==> src/design/adc_pkg.sv <==
// ----------------------------------------------------------------------------
// adc_pkg
// Shared types, constants and helpers for the distortion chain.
// ----------------------------------------------------------------------------
package adc_pkg;

  // sample and state formats
  localparam int SAMPLE_W = 24;
  localparam int STATE_W  = 32;
  localparam int FRAC     = SAMPLE_W - 1;
  localparam int WIDE_W   = 44;

  typedef logic signed [SAMPLE_W-1:0] sample_t;
  typedef logic signed [STATE_W-1:0]  state_t;
  typedef logic signed [WIDE_W-1:0]   wide_t;

  localparam longint ONE_Q    = 64'sd1 <<< FRAC;
  localparam longint NEG_CLIP = (ONE_Q * 7 + 5) / 10;
  localparam longint DRV_LIM  = 4 * ONE_Q;
  localparam longint STATE_HI = (64'sd1 <<< (STATE_W - 1)) - 1;

  // knobs, unsigned Q1.16
  localparam int KNOB_W = 17;
  typedef logic [KNOB_W-1:0] knob_t;
  localparam knob_t KNOB_ONE = 17'h10000;
  localparam int    DC_R     = 65208;

  // configuration port
  localparam int CFG_IDX_W = 3;
  typedef enum logic [CFG_IDX_W-1:0] {
    REG_GAIN     = 3'd0,
    REG_TONE     = 3'd1,
    REG_PRESENCE = 3'd2,
    REG_LEVEL    = 3'd3,
    REG_LPA      = 3'd4,
    REG_HPA      = 3'd5
  } cfg_reg_t;

  typedef struct packed {
    knob_t gain;
    knob_t tone;
    knob_t presence;
    knob_t level;
    knob_t lpa;
    knob_t hpa;
  } knobs_t;

  // digit-serial multiplier geometry
  localparam int MUL_AW  = 32;
  localparam int MUL_KW  = 24;
  localparam int DIGIT_W = 4;
  localparam int NDIG    = MUL_KW / DIGIT_W;
  localparam int PROD_W  = MUL_AW + MUL_KW;
  localparam int RES_W   = PROD_W - 16 + 1;
  localparam int CNT_W   = $clog2(NDIG);

  typedef logic signed [RES_W-1:0] mul_res_t;

  typedef struct packed {
    logic                     start;
    logic signed [MUL_AW-1:0] a;
    logic [MUL_KW-1:0]        k;
  } mul_req_t;

  typedef struct packed {
    logic     done;
    mul_res_t r;
  } mul_rsp_t;

  // sequencer states
  typedef enum logic [3:0] {
    ST_IDLE,
    ST_DC,
    ST_DRV,
    ST_LP1,
    ST_LP2,
    ST_T1,
    ST_T2,
    ST_HP,
    ST_PR,
    ST_LV
  } seq_state_t;

  function automatic wide_t clamp_w(wide_t v, wide_t lo, wide_t hi);
    wide_t res;
    res = v;
    if (v < lo) res = lo;
    if (v > hi) res = hi;
    return res;
  endfunction

  function automatic state_t sat_state(wide_t v);
    wide_t c;
    c = clamp_w(v, -wide_t'(STATE_HI) - wide_t'(1), wide_t'(STATE_HI));
    return c[STATE_W-1:0];
  endfunction

endpackage

==> src/design/adc_cfg.sv <==
// ----------------------------------------------------------------------------
// adc_cfg
// Knob register file; values above one read back as one.
// ----------------------------------------------------------------------------
module adc_cfg
  import adc_pkg::*;
(
  input  logic                 clk,
  input  logic                 rst,
  input  logic                 cfg_valid,
  output logic                 cfg_ready,
  input  logic [CFG_IDX_W-1:0] cfg_index,
  input  logic [KNOB_W-1:0]    cfg_data,
  output knobs_t               knobs
);

  knob_t gain, tone, presence, level, lpa, hpa;

  assign cfg_ready = 1'b1;

  // register writes, unknown indexes dropped
  always_ff @(posedge clk) begin
    if (rst) begin
      gain     <= 17'd32768;
      tone     <= 17'd32768;
      presence <= 17'd19661;
      level    <= 17'd39322;
      lpa      <= 17'd12290;
      hpa      <= 17'd54924;
    end else if (cfg_valid) begin
      unique case (cfg_index)
        REG_GAIN:     gain     <= cfg_data;
        REG_TONE:     tone     <= cfg_data;
        REG_PRESENCE: presence <= cfg_data;
        REG_LEVEL:    level    <= cfg_data;
        REG_LPA:      lpa      <= cfg_data;
        REG_HPA:      hpa      <= cfg_data;
        default: ;
      endcase
    end
  end

  // limit to 1.0
  always_comb begin
    knobs.gain     = (gain     > KNOB_ONE) ? KNOB_ONE : gain;
    knobs.tone     = (tone     > KNOB_ONE) ? KNOB_ONE : tone;
    knobs.presence = (presence > KNOB_ONE) ? KNOB_ONE : presence;
    knobs.level    = (level    > KNOB_ONE) ? KNOB_ONE : level;
    knobs.lpa      = (lpa      > KNOB_ONE) ? KNOB_ONE : lpa;
    knobs.hpa      = (hpa      > KNOB_ONE) ? KNOB_ONE : hpa;
  end

endmodule

==> src/design/adc_mul.sv <==
// ----------------------------------------------------------------------------
// adc_mul
// Digit-serial sign-magnitude multiplier by an unsigned Q.16 factor,
// four factor bits per cycle, rounded half away from zero.
// ----------------------------------------------------------------------------
module adc_mul
  import adc_pkg::*;
(
  input  logic     clk,
  input  logic     rst,
  input  mul_req_t req,
  output mul_rsp_t rsp
);

  localparam logic [CNT_W-1:0] LAST = CNT_W'(NDIG - 1);

  logic              busy;
  logic              rnd;
  logic              done;
  logic [CNT_W-1:0]  cnt;
  logic [PROD_W-1:0] p;
  logic [PROD_W-1:0] p_next;
  logic [MUL_AW-1:0] m;
  logic              neg;
  mul_res_t          r;
  logic [MUL_AW+DIGIT_W-1:0] part;
  logic [PROD_W-1:0] rounded;

  // control: load, NDIG digit steps, one rounding step
  always_ff @(posedge clk) begin
    if (rst) begin
      busy <= 1'b0;
      rnd  <= 1'b0;
      done <= 1'b0;
      cnt  <= '0;
    end else begin
      done <= rnd;
      rnd  <= busy && (cnt == LAST);
      if (req.start && !busy) begin
        busy <= 1'b1;
        cnt  <= '0;
      end else if (busy) begin
        cnt <= cnt + CNT_W'(1);
        if (cnt == LAST) busy <= 1'b0;
      end
    end
  end

  // one digit: upper half += m * digit, shift right by a digit
  always_comb begin
    part   = {{DIGIT_W{1'b0}}, p[PROD_W-1:MUL_KW]}
           + m * {{MUL_AW{1'b0}}, p[DIGIT_W-1:0]};
    p_next = {part, p[MUL_KW-1:DIGIT_W]};
    rounded = p + PROD_W'(32768);
  end

  always_ff @(posedge clk) begin
    if (req.start && !busy) begin
      p   <= {{MUL_AW{1'b0}}, req.k};
      m   <= req.a[MUL_AW-1] ? (~req.a + MUL_AW'(1)) : req.a;
      neg <= req.a[MUL_AW-1];
    end else if (busy) begin
      p <= p_next;
    end
    if (rnd) begin
      r <= neg ? -$signed({1'b0, rounded[PROD_W-1:16]})
               :  $signed({1'b0, rounded[PROD_W-1:16]});
    end
  end

  assign rsp.done = done;
  assign rsp.r    = r;

endmodule

==> src/design/asymmetric_distortion_chain_unit.sv <==
// Sequence: nine multiplies per sample, each a start, six digit steps, rounding
//   and hand-off, from input transfer to output valid.
// Flow: a sample is taken only once the last is through the single shared
//   four-bit-digit serial multiplier; the level step waits on a pending output.
// Reset: synchronous, active high; knobs return to defaults and all filter
//   state clears to zero.
// ----------------------------------------------------------------------------
// asymmetric_distortion_chain_unit
// DC blocker, drive, asymmetric clip, tone low-pass, presence high-pass and
// level, sequenced over one shared digit-serial multiplier.
// ----------------------------------------------------------------------------
module asymmetric_distortion_chain_unit
  import adc_pkg::*;
(
  input  logic                 clk,
  input  logic                 rst,
  input  logic                 in_valid,
  output logic                 in_ready,
  input  logic [SAMPLE_W-1:0]  sample_in,
  input  logic                 end_of_block,
  output logic                 out_valid,
  input  logic                 out_ready,
  output logic [SAMPLE_W-1:0]  sample_out,
  output logic                 end_of_block_out,
  input  logic                 cfg_valid,
  output logic                 cfg_ready,
  input  logic [CFG_IDX_W-1:0] cfg_index,
  input  logic [KNOB_W-1:0]    cfg_data
);

  knobs_t     knobs;
  mul_req_t   req;
  mul_rsp_t   rsp;
  seq_state_t state, state_next;
  logic       issued;

  sample_t x;
  logic    eob;
  state_t  dc_prev_in, dc_prev_out, lp_mem, hp_prev_in, hp_prev_out;
  state_t  dc, clipped, hsum, present;
  mul_res_t t1;
  wide_t   toned;
  wide_t   rw;
  wide_t   v;

  adc_cfg u_cfg (
    .clk       (clk),
    .rst       (rst),
    .cfg_valid (cfg_valid),
    .cfg_ready (cfg_ready),
    .cfg_index (cfg_index),
    .cfg_data  (cfg_data),
    .knobs     (knobs)
  );

  adc_mul u_mul (
    .clk (clk),
    .rst (rst),
    .req (req),
    .rsp (rsp)
  );

  assign in_ready = (state == ST_IDLE);
  assign rw       = wide_t'(rsp.r);

  // sequencer state
  always_ff @(posedge clk) begin
    if (rst) begin
      state  <= ST_IDLE;
      issued <= 1'b0;
    end else begin
      state <= state_next;
      if (rsp.done)       issued <= 1'b0;
      else if (req.start) issued <= 1'b1;
    end
  end

  // next state
  always_comb begin
    state_next = state;
    unique case (state)
      ST_IDLE: if (in_valid) state_next = ST_DC;
      ST_DC:   if (rsp.done) state_next = ST_DRV;
      ST_DRV:  if (rsp.done) state_next = ST_LP1;
      ST_LP1:  if (rsp.done) state_next = ST_LP2;
      ST_LP2:  if (rsp.done) state_next = ST_T1;
      ST_T1:   if (rsp.done) state_next = ST_T2;
      ST_T2:   if (rsp.done) state_next = ST_HP;
      ST_HP:   if (rsp.done) state_next = ST_PR;
      ST_PR:   if (rsp.done) state_next = ST_LV;
      ST_LV:   if (rsp.done) state_next = ST_IDLE;
      default: state_next = ST_IDLE;
    endcase
  end

  // multiplier operands
  always_comb begin
    req.start = 1'b0;
    req.a     = '0;
    req.k     = '0;
    unique case (state)
      ST_IDLE: ;
      ST_DC: begin
        req.a = dc_prev_out;
        req.k = MUL_KW'(DC_R);
      end
      ST_DRV: begin
        req.a = MUL_AW'(clamp_w(wide_t'(dc), -wide_t'(DRV_LIM), wide_t'(DRV_LIM)));
        req.k = MUL_KW'(KNOB_ONE) + MUL_KW'(knobs.gain) * MUL_KW'(99);
      end
      ST_LP1: begin
        req.a = clipped;
        req.k = MUL_KW'(knobs.lpa);
      end
      ST_LP2: begin
        req.a = lp_mem;
        req.k = MUL_KW'(KNOB_ONE - knobs.lpa);
      end
      ST_T1: begin
        req.a = clipped;
        req.k = MUL_KW'(knobs.tone);
      end
      ST_T2: begin
        req.a = lp_mem;
        req.k = MUL_KW'(KNOB_ONE - knobs.tone);
      end
      ST_HP: begin
        req.a = hsum;
        req.k = MUL_KW'(knobs.hpa);
      end
      ST_PR: begin
        req.a = hp_prev_out;
        req.k = MUL_KW'(knobs.presence);
      end
      ST_LV: begin
        req.a = present;
        req.k = MUL_KW'(knobs.level);
      end
      default: ;
    endcase
    if (state != ST_IDLE && !issued && (state != ST_LV || !out_valid))
      req.start = 1'b1;
  end

  // filter state, cleared by reset
  always_ff @(posedge clk) begin
    if (rst) begin
      dc_prev_in  <= '0;
      dc_prev_out <= '0;
      lp_mem      <= '0;
      hp_prev_in  <= '0;
      hp_prev_out <= '0;
    end else if (rsp.done) begin
      case (state)
        ST_DC: begin
          dc_prev_in  <= STATE_W'(x);
          dc_prev_out <= sat_state(wide_t'(x) - wide_t'(dc_prev_in) + rw);
        end
        ST_LP2: lp_mem <= sat_state(wide_t'(t1) + rw);
        ST_T2:  hp_prev_in <= sat_state(wide_t'(t1) + rw);
        ST_HP:  hp_prev_out <= sat_state(rw);
        default: ;
      endcase
    end
  end

  // working registers
  always_ff @(posedge clk) begin
    if (in_valid && in_ready) begin
      x   <= sample_in;
      eob <= end_of_block;
    end
    if (rsp.done) begin
      case (state)
        ST_DC:  dc <= sat_state(wide_t'(x) - wide_t'(dc_prev_in) + rw);
        ST_DRV: clipped <= STATE_W'(clamp_w(rw, -wide_t'(NEG_CLIP), wide_t'(ONE_Q)));
        ST_LP1: t1 <= rsp.r;
        ST_T1:  t1 <= rsp.r;
        ST_T2: begin
          toned <= wide_t'(t1) + rw;
          hsum  <= sat_state(wide_t'(hp_prev_out) + wide_t'(t1) + rw
                             - wide_t'(hp_prev_in));
        end
        ST_PR:  present <= STATE_W'(clamp_w(toned + rw, -wide_t'(ONE_Q), wide_t'(ONE_Q)));
        default: ;
      endcase
    end
  end

  // output register
  assign v = clamp_w(rw, -wide_t'(ONE_Q), wide_t'(ONE_Q) - wide_t'(1));

  always_ff @(posedge clk) begin
    if (rst) begin
      out_valid <= 1'b0;
    end else if (rsp.done && state == ST_LV) begin
      out_valid <= 1'b1;
    end else if (out_ready) begin
      out_valid <= 1'b0;
    end
  end

  always_ff @(posedge clk) begin
    if (rsp.done && state == ST_LV) begin
      sample_out       <= v[SAMPLE_W-1:0];
      end_of_block_out <= eob;
    end
  end

endmodule

==> config.mk <==
export PLATFORM = sky130hd
export DESIGN_NAME = asymmetric_distortion_chain_unit
export DESIGN_NICKNAME = d
export VERILOG_FILES = /design/src/design/adc_pkg.sv /design/src/design/adc_cfg.sv /design/src/design/adc_mul.sv /design/src/design/asymmetric_distortion_chain_unit.sv
export SDC_FILE = /design/constraint.sdc
export NUM_CORES = 2
export LEC_CHECK = 0
export BUFFER_PORTS_ARGS = -buffer_cell sky130_fd_sc_hd__clkbuf_2
export CORE_MARGIN = 3
export CORE_UTILIZATION = 40
export CTS_CLUSTER_DIAMETER = 50
export DETAILED_ROUTE_END_ITERATION = 10
export PLACE_DENSITY = 0.61
export SKIP_CTS_REPAIR_TIMING = 1
export SLEW_MARGIN = 20
export SYNTH_ARGS = -nofsm -noshare
export SYNTH_HDL_FRONTEND = slang
export SYNTH_SLANG_ARGS = --single-unit
==> constraint.sdc <==
create_clock -name clk -period 7.4 [get_ports clk]
set_input_delay 0.74 -clock clk [delete_from_list [all_inputs] [get_ports clk]]
set_output_delay 0.74 -clock clk [all_outputs]
set_load 0.05 [all_outputs]
==> impl_metrics.env <==
export IMPL_seq_power_share=0.362
export IMPL_ir_drop_uv=208
export IMPL_clock_sinks=657
export IMPL_crit_buf_inv=3
export IMPL_timing_slew_headroom=0.216
export IMPL_drt_iter0_markers=5367
export IMPL_fin_crit_sh=0.851
export IMPL_syn_avg_cell_area_um2=8.88
export IMPL_arrival_ns=6.68
export IMPL_crit_path_start_kind="flop"
export IMPL_yosysTopAreaCellShare=0.218
export IMPL_p_int_w=0.00816
export IMPL_row_count=128
export IMPL_wl_per_cell_um=22.8
export IMPL_globalRouteTotalUtil=0.255
export IMPL_initial_core_util=0.404
export IMPL_grt_pass1_wl_um=248000
export IMPL_rr_endpoint="hsum[6]$_SDFFCE_PN1P_"
export IMPL_hold_viol_final=0
export IMPL_coreArea_um2=122000
export IMPL_root_buffer="clkbuf_16"
export IMPL_end_kind="flop"
export IMPL_dr_pass1_iters=7
export IMPL_via_count=42300
export IMPL_multi_input_area_um2=29700
export IMPL_power_density_nw_per_um2=218
export IMPL_r2r_setup_slack_ns=1.10
export IMPL_required_ns=7.78
export IMPL_place_area_um2=51300
export IMPL_clk_insertion_delay_late_ns=0.72
export IMPL_drv_slew=0
export IMPL_grt_start_max_net_pins=88
export IMPL_yosys_area_top_type="edfxtp_1"
export IMPL_reg2reg_from="t1[1]$_DFFE_PP_"
export IMPL_cpMaxStageDelayCell="a41o_1"
export IMPL_crit_type="reg2reg"
export IMPL_area_growth_pct=11.0
export IMPL_overflow=0
export IMPL_grt_pass1_vias=38900
export IMPL_min_path_cells=1
export IMPL_layout_min_cycle_time_ns=6.30
export IMPL_hold_class="in2reg"
export IMPL_combPwrFrac=0.227
export IMPL_syn_area_um2=49300
export IMPL_cp_top_family="compound AO/OA/AOI/OAI gates"
export IMPL_clock_skew_ns=0.0422
export IMPL_worstHoldStart="sample_in[0]"
export IMPL_synth_fp_nets=6129
export IMPL_tns_ns=0
export IMPL_switching_share=0.315
export IMPL_rsz0062_at_grt="no"
export IMPL_vias_per_cell=5.85
export IMPL_num_nets_final=6091
export IMPL_synth_distinct_cells=110
export IMPL_die_area_um2=128000
export IMPL_clock_path_buffers=3
export IMPL_synth_top_cells_by_area="edfxtp_1, dfxtp_1, fa_1"
export IMPL_htree_levels=3
export IMPL_seq_area_um2=16800
export IMPL_hpwl_um=127000
export IMPL_leakagePower_nw=22.7
export IMPL_cp_max_fo=31
export IMPL_die_x_um=357
export IMPL_fin_area_um2=54800
export IMPL_synth_warnings=0
export IMPL_r2r_worst_path_cells=19
export IMPL_p_sw_w=0.00376
export IMPL_wl_um=165000
export IMPL_power_share_clock=0.411
export IMPL_n_antenna_cell=0
export IMPL_fillers=11800
export IMPL_drcViolationCount=0
export IMPL_cts_tree="done"
export IMPL_port_buffers=76
export IMPL_drive_gt1_frac=0.0756
export IMPL_hold_end="x[0]$_DFFE_PP_"
export IMPL_synth_seq_area_share=0.339
export IMPL_ys_seq_elements=657
export IMPL_pin_count=78
export IMPL_die_h_um=357
export IMPL_setup_viol=0
export IMPL_maxCapViolCount=0
export IMPL_fmax_mhz=159
export IMPL_syn_inst=5556
export IMPL_outcome="finished clean"
export IMPL_gp_congestion=0.957
export IMPL_max_stage_delay_ns=0.88
export IMPL_cp_cell_sequence="fa_1 -> inv_1 -> fa_1 -> inv_1 -> ha_1 -> inv_1 -> fa_1 -> nand2b_1 -> a21oi_1 -> o211ai_1 -> o2111ai_1 -> or4b_1 -> a21oi_2 -> a41oi_1 -> o41ai_1 -> and3_1 -> and4_1 -> a41o_1 -> o21ai_0"
export IMPL_synth_edff_count=359
export IMPL_antenna_found_initial=1
export IMPL_clk_pin_slew_ns=0.06
export IMPL_cts_buffers=94
export IMPL_synthFlopType="edfxtp_1"
export IMPL_ant_nets=0
export IMPL_worst_pin_slew_ns=1.17
export IMPL_async_flop_share=0
## Yosys cell counts, types with 69 or more instances
cell / number
nand2_1: 756
a21oi_1: 434
dfxtp_1: 298
clkbuf_1: 235
xnor2_1: 195
xor2_1: 126
a221o_1: 75
edfxtp_1: 359
nor3_1: 125
a21o_1: 121
fa_1: 233
nand4_1: 69
nor2_1: 323
inv_1: 503
o21ai_0: 270
ha_1: 290
and2_1: 71
nand3_1: 109
## through the flow
stage / power, W / util / setup WS, ns / hold slack [ns] / std cells
floorplan: 0.00638 / - / 2.35 / 0.400 / 5556
global placement: 0.00704 / 0.420 / 1.24 / 0.411 / 7046
detailed placement: 0.00706 / 0.420 / 1.20 / 0.413 / 7046
CTS: 0.0120 / 0.448 / 1.15 / 0.157 / 7222
global route: 0.0125 / 0.448 / 0.753 / 0.176 / 7223
finish: 0.0119 / 0.448 / 1.10 / 0.211 / 7223
## area by class of cell
class	instances	share of cell area
clock buffer	119	0.0479
clock inverter	57	0.0149
inverter	505	0.0346
multi-input combinational	4104	0.542
sequential	657	0.306
tap	1625	0.0371
timing repair buffer	156	0.0181
## power groups by stage
stage / clock network, W / registers [W] / logic [W]
2_1_floorplan: 0 / 0.00419 / 0.00219
4_1_cts: 0.00498 / 0.00432 / 0.00269
6_report: 0.00490 / 0.00432 / 0.00270
3_3_place_gp: 0 / 0.00439 / 0.00265
5_1_grt: 0.00514 / 0.00434 / 0.00304
3_5_place_dp: 0 / 0.00439 / 0.00267
## cell families (layout without fill, tap and decap cells)
family	after synthesis	count (layout)	synth area share
and+or+nand+nor	1812	1812	0.176
AOI/OAI and AO/OA	1401	1401	0.188
adders and majority gates	523	523	0.168
muxes	46	46	0.00976
buffers and inverters	795	837	0.0620
other	1	1	0.0000760
xor gates and xnor gates	321	321	0.0570
DFF	657	657	0.339
## flip-flops by register name, indices dropped and copies added, names as in the netlist, 41 cells and up
register,flops
u_mul.p,56
u_mul.r,41
t1,41
toned,42
## layout by cell type (no fill, tap or decap), types with 30 or more instances in the layout
master     Yosys  routed
nor2_1       323     318
a21o_1       121     121
nor3_1       125     122
xor2_1       126     126
clkbuf_2       0      75
nand2b_1      38      37
a31oi_1       34      34
or3_1         30      30
ha_1         290     290
inv_1        503     502
nor4_1        44      44
dfxtp_1      298     296
a22oi_1       35      35
o21ai_0      270     267
a211oi_1      56      56
a21oi_1      434     429
nor2b_1       56      56
nand3b_1      43      43
clkbuf_16      0      98
xnor2_1      195     195
nand2_1      756     755
o21a_1        39      39
edfxtp_1     359     359
buf_4          5      79
a221o_1       75      75
and3_1        52      51
o21bai_1      30      30
fa_1         233     233
nand4_1       69      69
and2_1        71      71
nand3_1      109     109
## worst max-delay path by stage
stage / slack [ns] / depth (start not counted) / end / startpoint
after floorplan: 2.35 / 17 / u_mul.p[54]$_SDFFE_PP0P_ / u_mul.p[3]$_DFFE_PP_
after global placement: 1.24 / 19 / hsum[1]$_SDFFCE_PN1P_ / t1[1]$_DFFE_PP_
after detailed placement: 1.20 / 19 / hsum[2]$_SDFFCE_PN1P_ / t1[1]$_DFFE_PP_
after CTS: 1.15 / 19 / hsum[30]$_SDFFCE_PN1P_ / t1[1]$_DFFE_PP_
after global routing: 0.75 / 19 / hsum[29]$_SDFFCE_PN1P_ / t1[1]$_DFFE_PP_
final: 1.10 / 19 / hsum[6]$_SDFFCE_PN1P_ / t1[1]$_DFFE_PP_
## metal layers
metal,wire length [um],track usage,up-vias
met5,0,0,-
met4,3340,0.0544,0
met3,16300,0.0543,195
met2,67600,0.363,1945
met1,77600,0.392,20500
li1,-,-,19600
No activity file was read; power rests on OpenSTA's default activity.
